<file path="src/rtl/dslfo_pkg.sv">
package dslfo_pkg;

	// Default elaboration values for the top level
	localparam int unsigned DEF_QUARTER_TABLE_SIZE = 32;
	localparam int unsigned DEF_PHASE_BITS         = 24;

	// Points of the base quarter-wave table (entries 0..BASE_POINTS)
	localparam int unsigned BASE_POINTS = 32;

	// Constant divisors, 7 bits each
	localparam logic [6:0] SINE_PEAK = 7'd127;
	// 256000 = 2^11 * 125: the power of two folds into the phase scaling
	localparam logic [6:0] RATE_DIV   = 7'd125;
	localparam int unsigned RATE_SHIFT = 11;

	// Largest output magnitude: 127 * 65535 * 255 / 127
	localparam logic [31:0] MAX_MAG = 32'd16711425;

	// Configuration register indexes
	localparam logic [1:0] REG_DEPTH = 2'd0;
	localparam logic [1:0] REG_RANGE = 2'd1;
	localparam logic [1:0] REG_SPEED = 2'd2;
	localparam logic [1:0] REG_DELAY = 2'd3;

	// Reset values of the configuration registers
	localparam logic [15:0] RST_DEPTH = 16'd0;
	localparam logic [7:0]  RST_RANGE = 8'd1;
	localparam logic [15:0] RST_SPEED = 16'd1600;
	localparam logic [15:0] RST_DELAY = 16'd0;

	typedef enum logic [3:0] {
		ST_IDLE,
		ST_DELAY,
		ST_MUL_RATE,
		ST_DIV_RATE,
		ST_PHASE_ADD,
		ST_INDEX,
		ST_LOOKUP,
		ST_MUL_DEPTH,
		ST_MUL_SINE,
		ST_DIV_PEAK,
		ST_DONE
	} dslfo_state_t;

	// Quarter-wave sine, peak 127, 33 points
	function automatic logic [6:0] base_quarter(input int unsigned k);
		case (k)
			0:  return 7'd0;
			1:  return 7'd6;
			2:  return 7'd12;
			3:  return 7'd19;
			4:  return 7'd25;
			5:  return 7'd31;
			6:  return 7'd37;
			7:  return 7'd43;
			8:  return 7'd49;
			9:  return 7'd54;
			10: return 7'd60;
			11: return 7'd65;
			12: return 7'd71;
			13: return 7'd76;
			14: return 7'd81;
			15: return 7'd85;
			16: return 7'd90;
			17: return 7'd94;
			18: return 7'd98;
			19: return 7'd102;
			20: return 7'd106;
			21: return 7'd109;
			22: return 7'd112;
			23: return 7'd115;
			24: return 7'd117;
			25: return 7'd120;
			26: return 7'd122;
			27: return 7'd123;
			28: return 7'd125;
			29: return 7'd126;
			30: return 7'd126;
			31: return 7'd127;
			default: return 7'd127;
		endcase
	endfunction

endpackage

</file>
<file path="src/rtl/delayed_sine_lfo.sv">
// Channel   Handshake             Payload                     Direction
// in        in_valid / in_ready   op, elapsed_ms              into block
// out       out_valid / out_ready lfo_value                   out of block
// cfg       cfg_we                cfg_index, cfg_data         into block
//
// One transaction at a time. A restart, or an advance that stays inside the start
// delay, skips the rate multiply and the rate divide; an advance that moves the
// phase runs both. A silent result (depth zero or delay still running) skips
// the depth and sine multiplies and the peak divide. The datapath is a bit-serial
// shift-add multiplier and a bit-serial divider by a constant (16 + 8 + 7 multiply
// steps, PHASE_BITS + 21 and 32 divide steps).
// arst_n clears phase, delay count, state and configuration at once.
// A new input transaction is taken while a finished result waits in the output register;
// the next result then stays in its last state until that register is free.
module delayed_sine_lfo import dslfo_pkg::*; #(
	parameter int unsigned QUARTER_TABLE_SIZE = DEF_QUARTER_TABLE_SIZE,
	parameter int unsigned PHASE_BITS         = DEF_PHASE_BITS
) (
	input  logic               clk,
	input  logic               arst_n,
	input  logic               in_valid,
	output logic               in_ready,
	input  logic               op,
	input  logic [15:0]        elapsed_ms,
	output logic               out_valid,
	input  logic               out_ready,
	output logic signed [24:0] lfo_value,
	input  logic               cfg_we,
	input  logic [1:0]         cfg_index,
	input  logic [15:0]        cfg_data
);

	localparam int unsigned POINTS  = 4 * QUARTER_TABLE_SIZE;
	localparam int unsigned IDX_W   = $clog2(POINTS);
	localparam int unsigned J_W     = $clog2(QUARTER_TABLE_SIZE + 1);
	localparam int unsigned PROD_W  = PHASE_BITS + 11;
	localparam int unsigned CNT_W   = $clog2(PHASE_BITS + 21);
	localparam int unsigned RATE_STEPS = 32 + PHASE_BITS - RATE_SHIFT;

	// Quadrant bounds, one bit wider than the index
	localparam logic [IDX_W:0] Q1 = (IDX_W + 1)'(QUARTER_TABLE_SIZE);
	localparam logic [IDX_W:0] Q2 = (IDX_W + 1)'(2 * QUARTER_TABLE_SIZE);
	localparam logic [IDX_W:0] Q3 = (IDX_W + 1)'(3 * QUARTER_TABLE_SIZE);
	localparam logic [IDX_W:0] Q4 = (IDX_W + 1)'(4 * QUARTER_TABLE_SIZE);

	dslfo_state_t state_q, state_d;

	// configuration
	logic [15:0] depth_q;
	logic [7:0]  range_q;
	logic [15:0] speed_q;
	logic [15:0] delay_q;

	// oscillator state
	logic [PHASE_BITS-1:0] phase_q;
	logic [15:0]           de_q;

	// datapath
	logic              op_q;
	logic [15:0]       ms_q;
	logic [31:0]       acc_q;
	logic [31:0]       mc_q;
	logic [15:0]       mp_q;
	logic [CNT_W-1:0]  cnt_q;
	logic [6:0]        rem_q;
	logic [31:0]       quo_q;
	logic [IDX_W-1:0]  idx_q;
	logic              silent_q;
	logic [6:0]        mag_q;
	logic              neg_q;
	logic              out_valid_q;
	logic [24:0]       lfo_q;

	logic        out_load;
	logic [16:0] delay_sum;
	logic        delay_run;
	logic        delay_hold;
	logic [15:0] ms_eff;
	logic [31:0] mul_sum;
	logic        div_bit;
	logic [6:0]  div_d;
	logic [7:0]  div_t;
	logic        div_ge;
	logic [6:0]  rem_next;
	logic [31:0] quo_next;
	logic [PROD_W-1:0] idx_prod;
	logic [IDX_W:0]    idx_x;
	logic [J_W-1:0]    tab_j;
	logic              tab_neg;
	logic [6:0]        qtab [0:QUARTER_TABLE_SIZE];
	logic [24:0]       quo_out;

	// Quarter table resampled to QUARTER_TABLE_SIZE + 1 points, nearest base entry
	for (genvar gj = 0; gj <= QUARTER_TABLE_SIZE; gj++) begin : g_qtab
		localparam int unsigned KRAW =
			(gj * BASE_POINTS + QUARTER_TABLE_SIZE / 2) / QUARTER_TABLE_SIZE;
		localparam int unsigned KSEL = (KRAW > BASE_POINTS) ? BASE_POINTS : KRAW;
		assign qtab[gj] = base_quarter(KSEL);
	end

	// Configuration writes
	always_ff @(posedge clk or negedge arst_n) begin
		if (!arst_n) begin
			depth_q <= RST_DEPTH;
			range_q <= RST_RANGE;
			speed_q <= RST_SPEED;
			delay_q <= RST_DELAY;
		end else if (cfg_we) begin
			case (cfg_index)
				REG_DEPTH: depth_q <= cfg_data;
				REG_RANGE: range_q <= cfg_data[7:0];
				REG_SPEED: speed_q <= cfg_data;
				REG_DELAY: delay_q <= cfg_data;
				default:   ;
			endcase
		end
	end

	// Start-delay bookkeeping: time first fills the delay, the rest moves the phase
	assign delay_sum  = {1'b0, de_q} + {1'b0, ms_q};
	assign delay_run  = de_q < delay_q;
	assign delay_hold = delay_run && (delay_sum <= {1'b0, delay_q});
	assign ms_eff     = delay_run ? 16'(delay_sum - {1'b0, delay_q}) : ms_q;

	// Shift-add multiplier step
	assign mul_sum = acc_q + (mp_q[0] ? mc_q : 32'd0);

	// Restoring divider step by a 7-bit constant, dividend MSB first
	assign div_bit  = (cnt_q < CNT_W'(32)) ? acc_q[31] : 1'b0;
	assign div_d    = (state_q == ST_DIV_RATE) ? RATE_DIV : SINE_PEAK;
	assign div_t    = {rem_q, div_bit};
	assign div_ge   = div_t >= {1'b0, div_d};
	assign rem_next = div_ge ? 7'(div_t - {1'b0, div_d}) : div_t[6:0];
	assign quo_next = {quo_q[30:0], div_ge};

	// Table index from the phase
	assign idx_prod = PROD_W'(phase_q) * PROD_W'(POINTS);

	// Quadrant folding
	assign idx_x = {1'b0, idx_q};
	always_comb begin
		tab_neg = 1'b0;
		if (idx_x < Q1) begin
			tab_j = J_W'(idx_x);
		end else if (idx_x < Q2) begin
			tab_j = J_W'(Q2 - idx_x);
		end else if (idx_x < Q3) begin
			tab_j   = J_W'(idx_x - Q2);
			tab_neg = 1'b1;
		end else begin
			tab_j   = J_W'(Q4 - idx_x);
			tab_neg = 1'b1;
		end
	end

	assign quo_out = quo_q[24:0];

	// Next state and handshake
	always_comb begin
		state_d  = state_q;
		in_ready = 1'b0;
		out_load = 1'b0;
		case (state_q)
			ST_IDLE: begin
				in_ready = 1'b1;
				if (in_valid) begin
					state_d = ST_DELAY;
				end
			end
			ST_DELAY: begin
				if (op_q || delay_hold) begin
					state_d = ST_INDEX;
				end else begin
					state_d = ST_MUL_RATE;
				end
			end
			ST_MUL_RATE: begin
				if (cnt_q == CNT_W'(15)) begin
					state_d = ST_DIV_RATE;
				end
			end
			ST_DIV_RATE: begin
				if (cnt_q == CNT_W'(RATE_STEPS - 1)) begin
					state_d = ST_PHASE_ADD;
				end
			end
			ST_PHASE_ADD: state_d = ST_INDEX;
			ST_INDEX:     state_d = ST_LOOKUP;
			ST_LOOKUP: begin
				state_d = silent_q ? ST_DONE : ST_MUL_DEPTH;
			end
			ST_MUL_DEPTH: begin
				if (cnt_q == CNT_W'(7)) begin
					state_d = ST_MUL_SINE;
				end
			end
			ST_MUL_SINE: begin
				if (cnt_q == CNT_W'(6)) begin
					state_d = ST_DIV_PEAK;
				end
			end
			ST_DIV_PEAK: begin
				if (cnt_q == CNT_W'(31)) begin
					state_d = ST_DONE;
				end
			end
			ST_DONE: begin
				if (!out_valid_q || out_ready) begin
					out_load = 1'b1;
					state_d  = ST_IDLE;
				end
			end
			default: state_d = ST_IDLE;
		endcase
	end

	// Control state, phase and delay count
	always_ff @(posedge clk or negedge arst_n) begin
		if (!arst_n) begin
			state_q     <= ST_IDLE;
			out_valid_q <= 1'b0;
			phase_q     <= '0;
			de_q        <= '0;
		end else begin
			state_q <= state_d;
			if (out_load) begin
				out_valid_q <= 1'b1;
			end else if (out_ready) begin
				out_valid_q <= 1'b0;
			end
			if (state_q == ST_DELAY) begin
				if (op_q) begin
					phase_q <= '0;
					de_q    <= '0;
				end else if (delay_hold) begin
					de_q <= delay_sum[15:0];
				end else if (delay_run) begin
					de_q <= delay_q;
				end
			end
			if (state_q == ST_PHASE_ADD) begin
				phase_q <= phase_q + quo_q[PHASE_BITS-1:0];
			end
		end
	end

	// Serial datapath
	always_ff @(posedge clk) begin
		case (state_q)
			ST_IDLE: begin
				if (in_valid) begin
					op_q <= op;
					ms_q <= elapsed_ms;
				end
			end
			ST_DELAY: begin
				acc_q <= '0;
				mc_q  <= {16'd0, speed_q};
				mp_q  <= ms_eff;
				cnt_q <= '0;
			end
			ST_MUL_RATE: begin
				acc_q <= mul_sum;
				mc_q  <= {mc_q[30:0], 1'b0};
				mp_q  <= {1'b0, mp_q[15:1]};
				rem_q <= '0;
				cnt_q <= (cnt_q == CNT_W'(15)) ? '0 : cnt_q + CNT_W'(1);
			end
			ST_DIV_RATE, ST_DIV_PEAK: begin
				acc_q <= {acc_q[30:0], 1'b0};
				rem_q <= rem_next;
				quo_q <= quo_next;
				cnt_q <= cnt_q + CNT_W'(1);
			end
			ST_PHASE_ADD: ;
			ST_INDEX: begin
				idx_q    <= idx_prod[PHASE_BITS +: IDX_W];
				silent_q <= (depth_q == 16'd0) || (de_q < delay_q);
			end
			ST_LOOKUP: begin
				mag_q <= qtab[tab_j];
				neg_q <= tab_neg;
				acc_q <= '0;
				mc_q  <= {16'd0, depth_q};
				mp_q  <= {8'd0, range_q};
				cnt_q <= '0;
				quo_q <= '0;
			end
			ST_MUL_DEPTH: begin
				if (cnt_q == CNT_W'(7)) begin
					acc_q <= '0;
					mc_q  <= mul_sum;
					mp_q  <= {9'd0, mag_q};
					cnt_q <= '0;
				end else begin
					acc_q <= mul_sum;
					mc_q  <= {mc_q[30:0], 1'b0};
					mp_q  <= {1'b0, mp_q[15:1]};
					cnt_q <= cnt_q + CNT_W'(1);
				end
			end
			ST_MUL_SINE: begin
				acc_q <= mul_sum;
				mc_q  <= {mc_q[30:0], 1'b0};
				mp_q  <= {1'b0, mp_q[15:1]};
				rem_q <= '0;
				cnt_q <= (cnt_q == CNT_W'(6)) ? '0 : cnt_q + CNT_W'(1);
			end
			ST_DONE: begin
				if (out_load) begin
					lfo_q <= neg_q ? 25'(-quo_out) : quo_out;
				end
			end
			default: ;
		endcase
	end

	assign out_valid = out_valid_q;
	assign lfo_value = signed'(lfo_q);

	// Checks
	a_in_one_at_a_time: assert property (@(posedge clk) disable iff (!arst_n)
		in_valid && in_ready |=> !in_ready)
		else $error("input taken while a transaction is in progress");

	a_rate_rem_bound: assert property (@(posedge clk) disable iff (!arst_n)
		state_q == ST_DIV_RATE |-> rem_q < RATE_DIV)
		else $error("rate divider remainder out of range");

	a_peak_rem_bound: assert property (@(posedge clk) disable iff (!arst_n)
		state_q == ST_DIV_PEAK |-> rem_q < SINE_PEAK)
		else $error("peak divider remainder out of range");

	a_mag_bound: assert property (@(posedge clk) disable iff (!arst_n)
		state_q == ST_DONE |-> quo_q <= MAX_MAG)
		else $error("output magnitude above full scale");

endmodule

</file>
<file path="config.mk">
export PLATFORM = sky130hd
export DESIGN_NAME = delayed_sine_lfo
export DESIGN_NICKNAME = d
export VERILOG_FILES = /design/src/rtl/dslfo_pkg.sv /design/src/rtl/delayed_sine_lfo.sv
export SDC_FILE = /design/constraint.sdc
export NUM_CORES = 1
export LEC_CHECK = 0
export BUFFER_PORTS_ARGS = -buffer_cell sky130_fd_sc_hd__buf_2
export CAP_MARGIN = 20
export CORE_MARGIN = 1.5
export CORE_UTILIZATION = 55
export CTS_BUF_LIST = sky130_fd_sc_hd__clkbuf_4
export CTS_CLUSTER_DIAMETER = 30
export CTS_CLUSTER_SIZE = 20
export DETAILED_ROUTE_END_ITERATION = 12
export HOLD_SLACK_MARGIN = 0.15
export PLACE_DENSITY = 0.75
export SETUP_SLACK_MARGIN = 0.15
export SYNTH_ARGS = -nofsm -noshare
export SYNTH_HDL_FRONTEND = slang
export SYNTH_SLANG_ARGS = --single-unit
</file>
<file path="constraint.sdc">
create_clock -name clk -period 5.6 [get_ports clk]
set_input_delay 1.12 -clock clk [delete_from_list [all_inputs] [get_ports clk]]
set_output_delay 1.12 -clock clk [all_outputs]
set_load 0.02 [all_outputs]
</file>
==> metrics.txt <==
status=complete, no violations; drt initial violations=878; Die Width=178 um; Clock Path Buffers=3; nets=about 1,900; fin util=between 60% and 70%; crit share post-route=around 85%; TritonCTS sink count=277; global route hottest layer=met2; Period minus WS final=4.75 ns; Synth-to-Final Area Change=10.1%; WL/cell=18.8 um; reg2reg path depth=16; top cells by area in the synthesized netlist=edfxtp_1 31%, dfrtp_1 14%, ha_1 8.6%; vias in the first global route=13,009; vias post-DR=between 10,000 and 15,000; Clock transition at path regs=roughly 0.1 ns; largest delay contributor family on the critical path=compound AO/OA/AOI/OAI gates; pwr/cell area=roughly 660 nW/um2; startpoint types=flip-flop; Hold Path Depth=0; core area=30,400 um2; Ports=67; crit path DAT=5.31 ns; maximum number of pins on one net before global-route repair=just over 60; Setup Fix Bufs, Post-CTS=0; reg2reg end=state_q[0]$_DFFE_PN0P_; Via density=approximately 6.1; CTS root buf=clkbuf_4; worst slew pin tran=roughly 1.1 ns; Leakage=about 0.0077 uW; Post-Place Cells=2,021; Final setup viols=0; clk_skew=0.0840 ns; worst relative slew slack=between 20% and 30%; DIE AREA=31,800 um2; CTS tree=yes; HPWL Detailed=27,500 um; Synth top area share=31.2%; Worst Path Max Fanout=14; Synth Warn #=0; critical path class=reg2reg; fill cell count=between 2,000 and 2,500; multi-input logic area=8760 um2; later-pin clock latency in the skew report=0.71 ns; antenna violations before repair=1; Crit Reg-Reg Startpoint=de_q[0]$_DFFE_PN0P_; Min-Delay Endpoint=neg_q$_SDFFCE_PP0P_; met3 usage=4.65%; Avg Cell Area, Syn=10.5 um2; number of H-tree levels=3; # hold bufs at CTS=0; met1 GRT Util=33.6%; worst hold path class=reg2reg; post-synthesis cell area=roughly 17,000 um2; Seq/Total Area, Yosys=a little under half; GRT Overall Usage=26.0%; Post-DRT Antenna Nets=0; Num CTS Buffers=66; Routability Congestion=0.914; worst ir drop on vdd=0.288 mV; total power draw=12,400 uW; Worst path max stage delay=0.45 ns; layout cells sized above 1=16.1%; cell with the most instances after synthesis=edfxtp_1; Yosys top cell by area=edfxtp_1; WP data required=roughly 6.2 ns; Final Max Slew Viols=0; total gr overflow=0; Rows=64; Syn Inst Count=1,606; Max Clk Rate=around 210 MHz; CP max stage cell=a311oi_4; DRT Wirelength=40,300 um; DIE HEIGHT=178 um; DRC=0; Post-CTS Resized=0; final hold vios=0; Hold Startpoint=idx_q[6]$_DFFE_PP_; global-route wire length before repair=65,600 um; drt first pass iters=5; sequential cell area=7820 um2; Non-Filler Instances=2,144; R2R setup slack=~0.85 ns; most used flip-flop cell after synthesis=edfxtp_1; WP buf/inv=1; hold_ws=0.466 ns; #FFs+latches synth=about 280; Initial Util=55.6%; Unique masters post-synth=75; CP Cell Sequence=ha_1 -> fa_1 -> a211oi_1 -> nor4_1 -> nor2_1 -> a21oi_1 -> or4_1 -> nand4_1 -> ha_1 -> nand4_1 -> nor4_1 -> o211ai_1 -> a311oi_4 -> buf_4 -> o211ai_1 -> a221oi_1; GR Util met2=43.3%; Critical Path End Type=flip-flop; PortBufs=66; Setup TNS=0 ns; RSZ-0062 raised after global routing=no; total of max-cap violations=0; Synth top cells by count=176 x edfxtp_1, 137 x nand2_1, 116 x ha_1, 107 x a21oi_1, 98 x nor2_1; Syn Nets=between 1,500 and 2,000; Post-synth EDFFs=176; ys async rst share=36.5%
-- power by group --
group / internal [uW] / switching (uW) / leakage [uW]
combinational: 2620 / 3880 / 0.00423
sequential: 3360 / 675 / 0.00295
clock: 908 / 920 / 0.000537
-- how the worst max path moves through the flow --
stage	start	endpoint	slack, ns	cells after the start
2_1_floorplan	de_q[0]$_DFFE_PN0P_	de_q[10]$_DFFE_PN0P_	1.64	17
3_3_place_gp	de_q[0]$_DFFE_PN0P_	state_q[0]$_DFFE_PN0P_	1.08	17
3_5_place_dp	ms_q[0]$_DFFE_PP_	state_q[0]$_DFFE_PN0P_	0.95	16
4_1_cts	ms_q[0]$_DFFE_PP_	state_q[0]$_DFFE_PN0P_	0.92	16
5_1_grt	de_q[0]$_DFFE_PN0P_	state_q[0]$_DFFE_PN0P_	0.44	16
6_report	de_q[0]$_DFFE_PN0P_	state_q[0]$_DFFE_PN0P_	0.85	16
-- per-layer routing --
metal  vias up  wire length (um)  part of all wire, %
met5         -                 0                    0
met4         0              1020                  2.5
met3        74              2400                  6.0
met2       436             19100                   47
met1      6373             17800                   44
li1       6229                 -                    -
-- through the flow --
| stage | area (um2) | setup WS, ns |
|---|---|---|
| 3_3_place_gp | 17700 | 1.08 |
| 2_1_floorplan | 16900 | 1.64 |
| 3_5_place_dp | 17700 | 0.947 |
| 6_report | 18600 | 0.851 |
| 5_1_grt | 18600 | 0.436 |
| 4_1_cts | 18600 | 0.919 |
-- logic make-up (layout without fill, tap and decap cells) --
logic type / after synthesis / after routing / synth area share, %
AOI/OAI and AO/OA: 459 / 459 / 17.9
muxes: 82 / 82 / 5.28
DFF: 277 / 277 / 46.2
and+or+nand+nor: 451 / 451 / 13.2
other: 0 / 1 / 0
xor gates and xnor gates: 110 / 110 / 5.70
buffers and inverters: 106 / 247 / 2.46
adders and majority gates: 121 / 121 / 9.17
-- registers in the layout (all words and copies together), names as in the netlist, 16 cells and up --
signal and cells:
ms_q 16, speed_q 16, mc_q 32, lfo_value 25, acc_q 32, depth_q 16, phase_q 24, mp_q 16
de_q 16, quo_q 25, delay_q 16
-- worst register-to-register path: stages (launching register included) --
cell,delay (ns)
dfrtp_1,0.40
ha_1,0.26
fa_1,0.44
a211oi_1,0.37
nor4_1,0.11
nor2_1,0.21
a21oi_1,0.21
or4_1,0.44
nand4_1,0.14
ha_1,0.23
nand4_1,0.12
nor4_1,0.30
o211ai_1,0.18
a311oi_4,0.45
buf_4,0.36
o211ai_1,0.16
a221oi_1,0.25
-- layout by cell type (no fill, tap or decap), types with 36 or more instances in the layout --
master / count
buf_2: 65
o21ai_0: 93
mux2_2: 57
a21o_1: 36
dfrtp_1: 97
xnor2_1: 64
edfxtp_1: 176
ha_1: 116
and2_1: 41
a22o_1: 48
a21oi_1: 105
nand2_1: 137
xor2_1: 46
inv_1: 42
clkbuf_4: 82
nor2_1: 95
-- final cells by class --
class                           instances  share of cell area [%]
Antenna cell                            1                  0.0134
Inverter                               45                   0.907
Multi-Input combinational cell       1223                    47.0
Tap cell                              396                    2.66
Timing Repair Buffer                   82                    2.50
Clock inverter                         39                    1.69
Clock buffer                           81                    3.26
Sequential cell                       277                    42.0
Note: power is estimated with default switching activity, not from simulation.
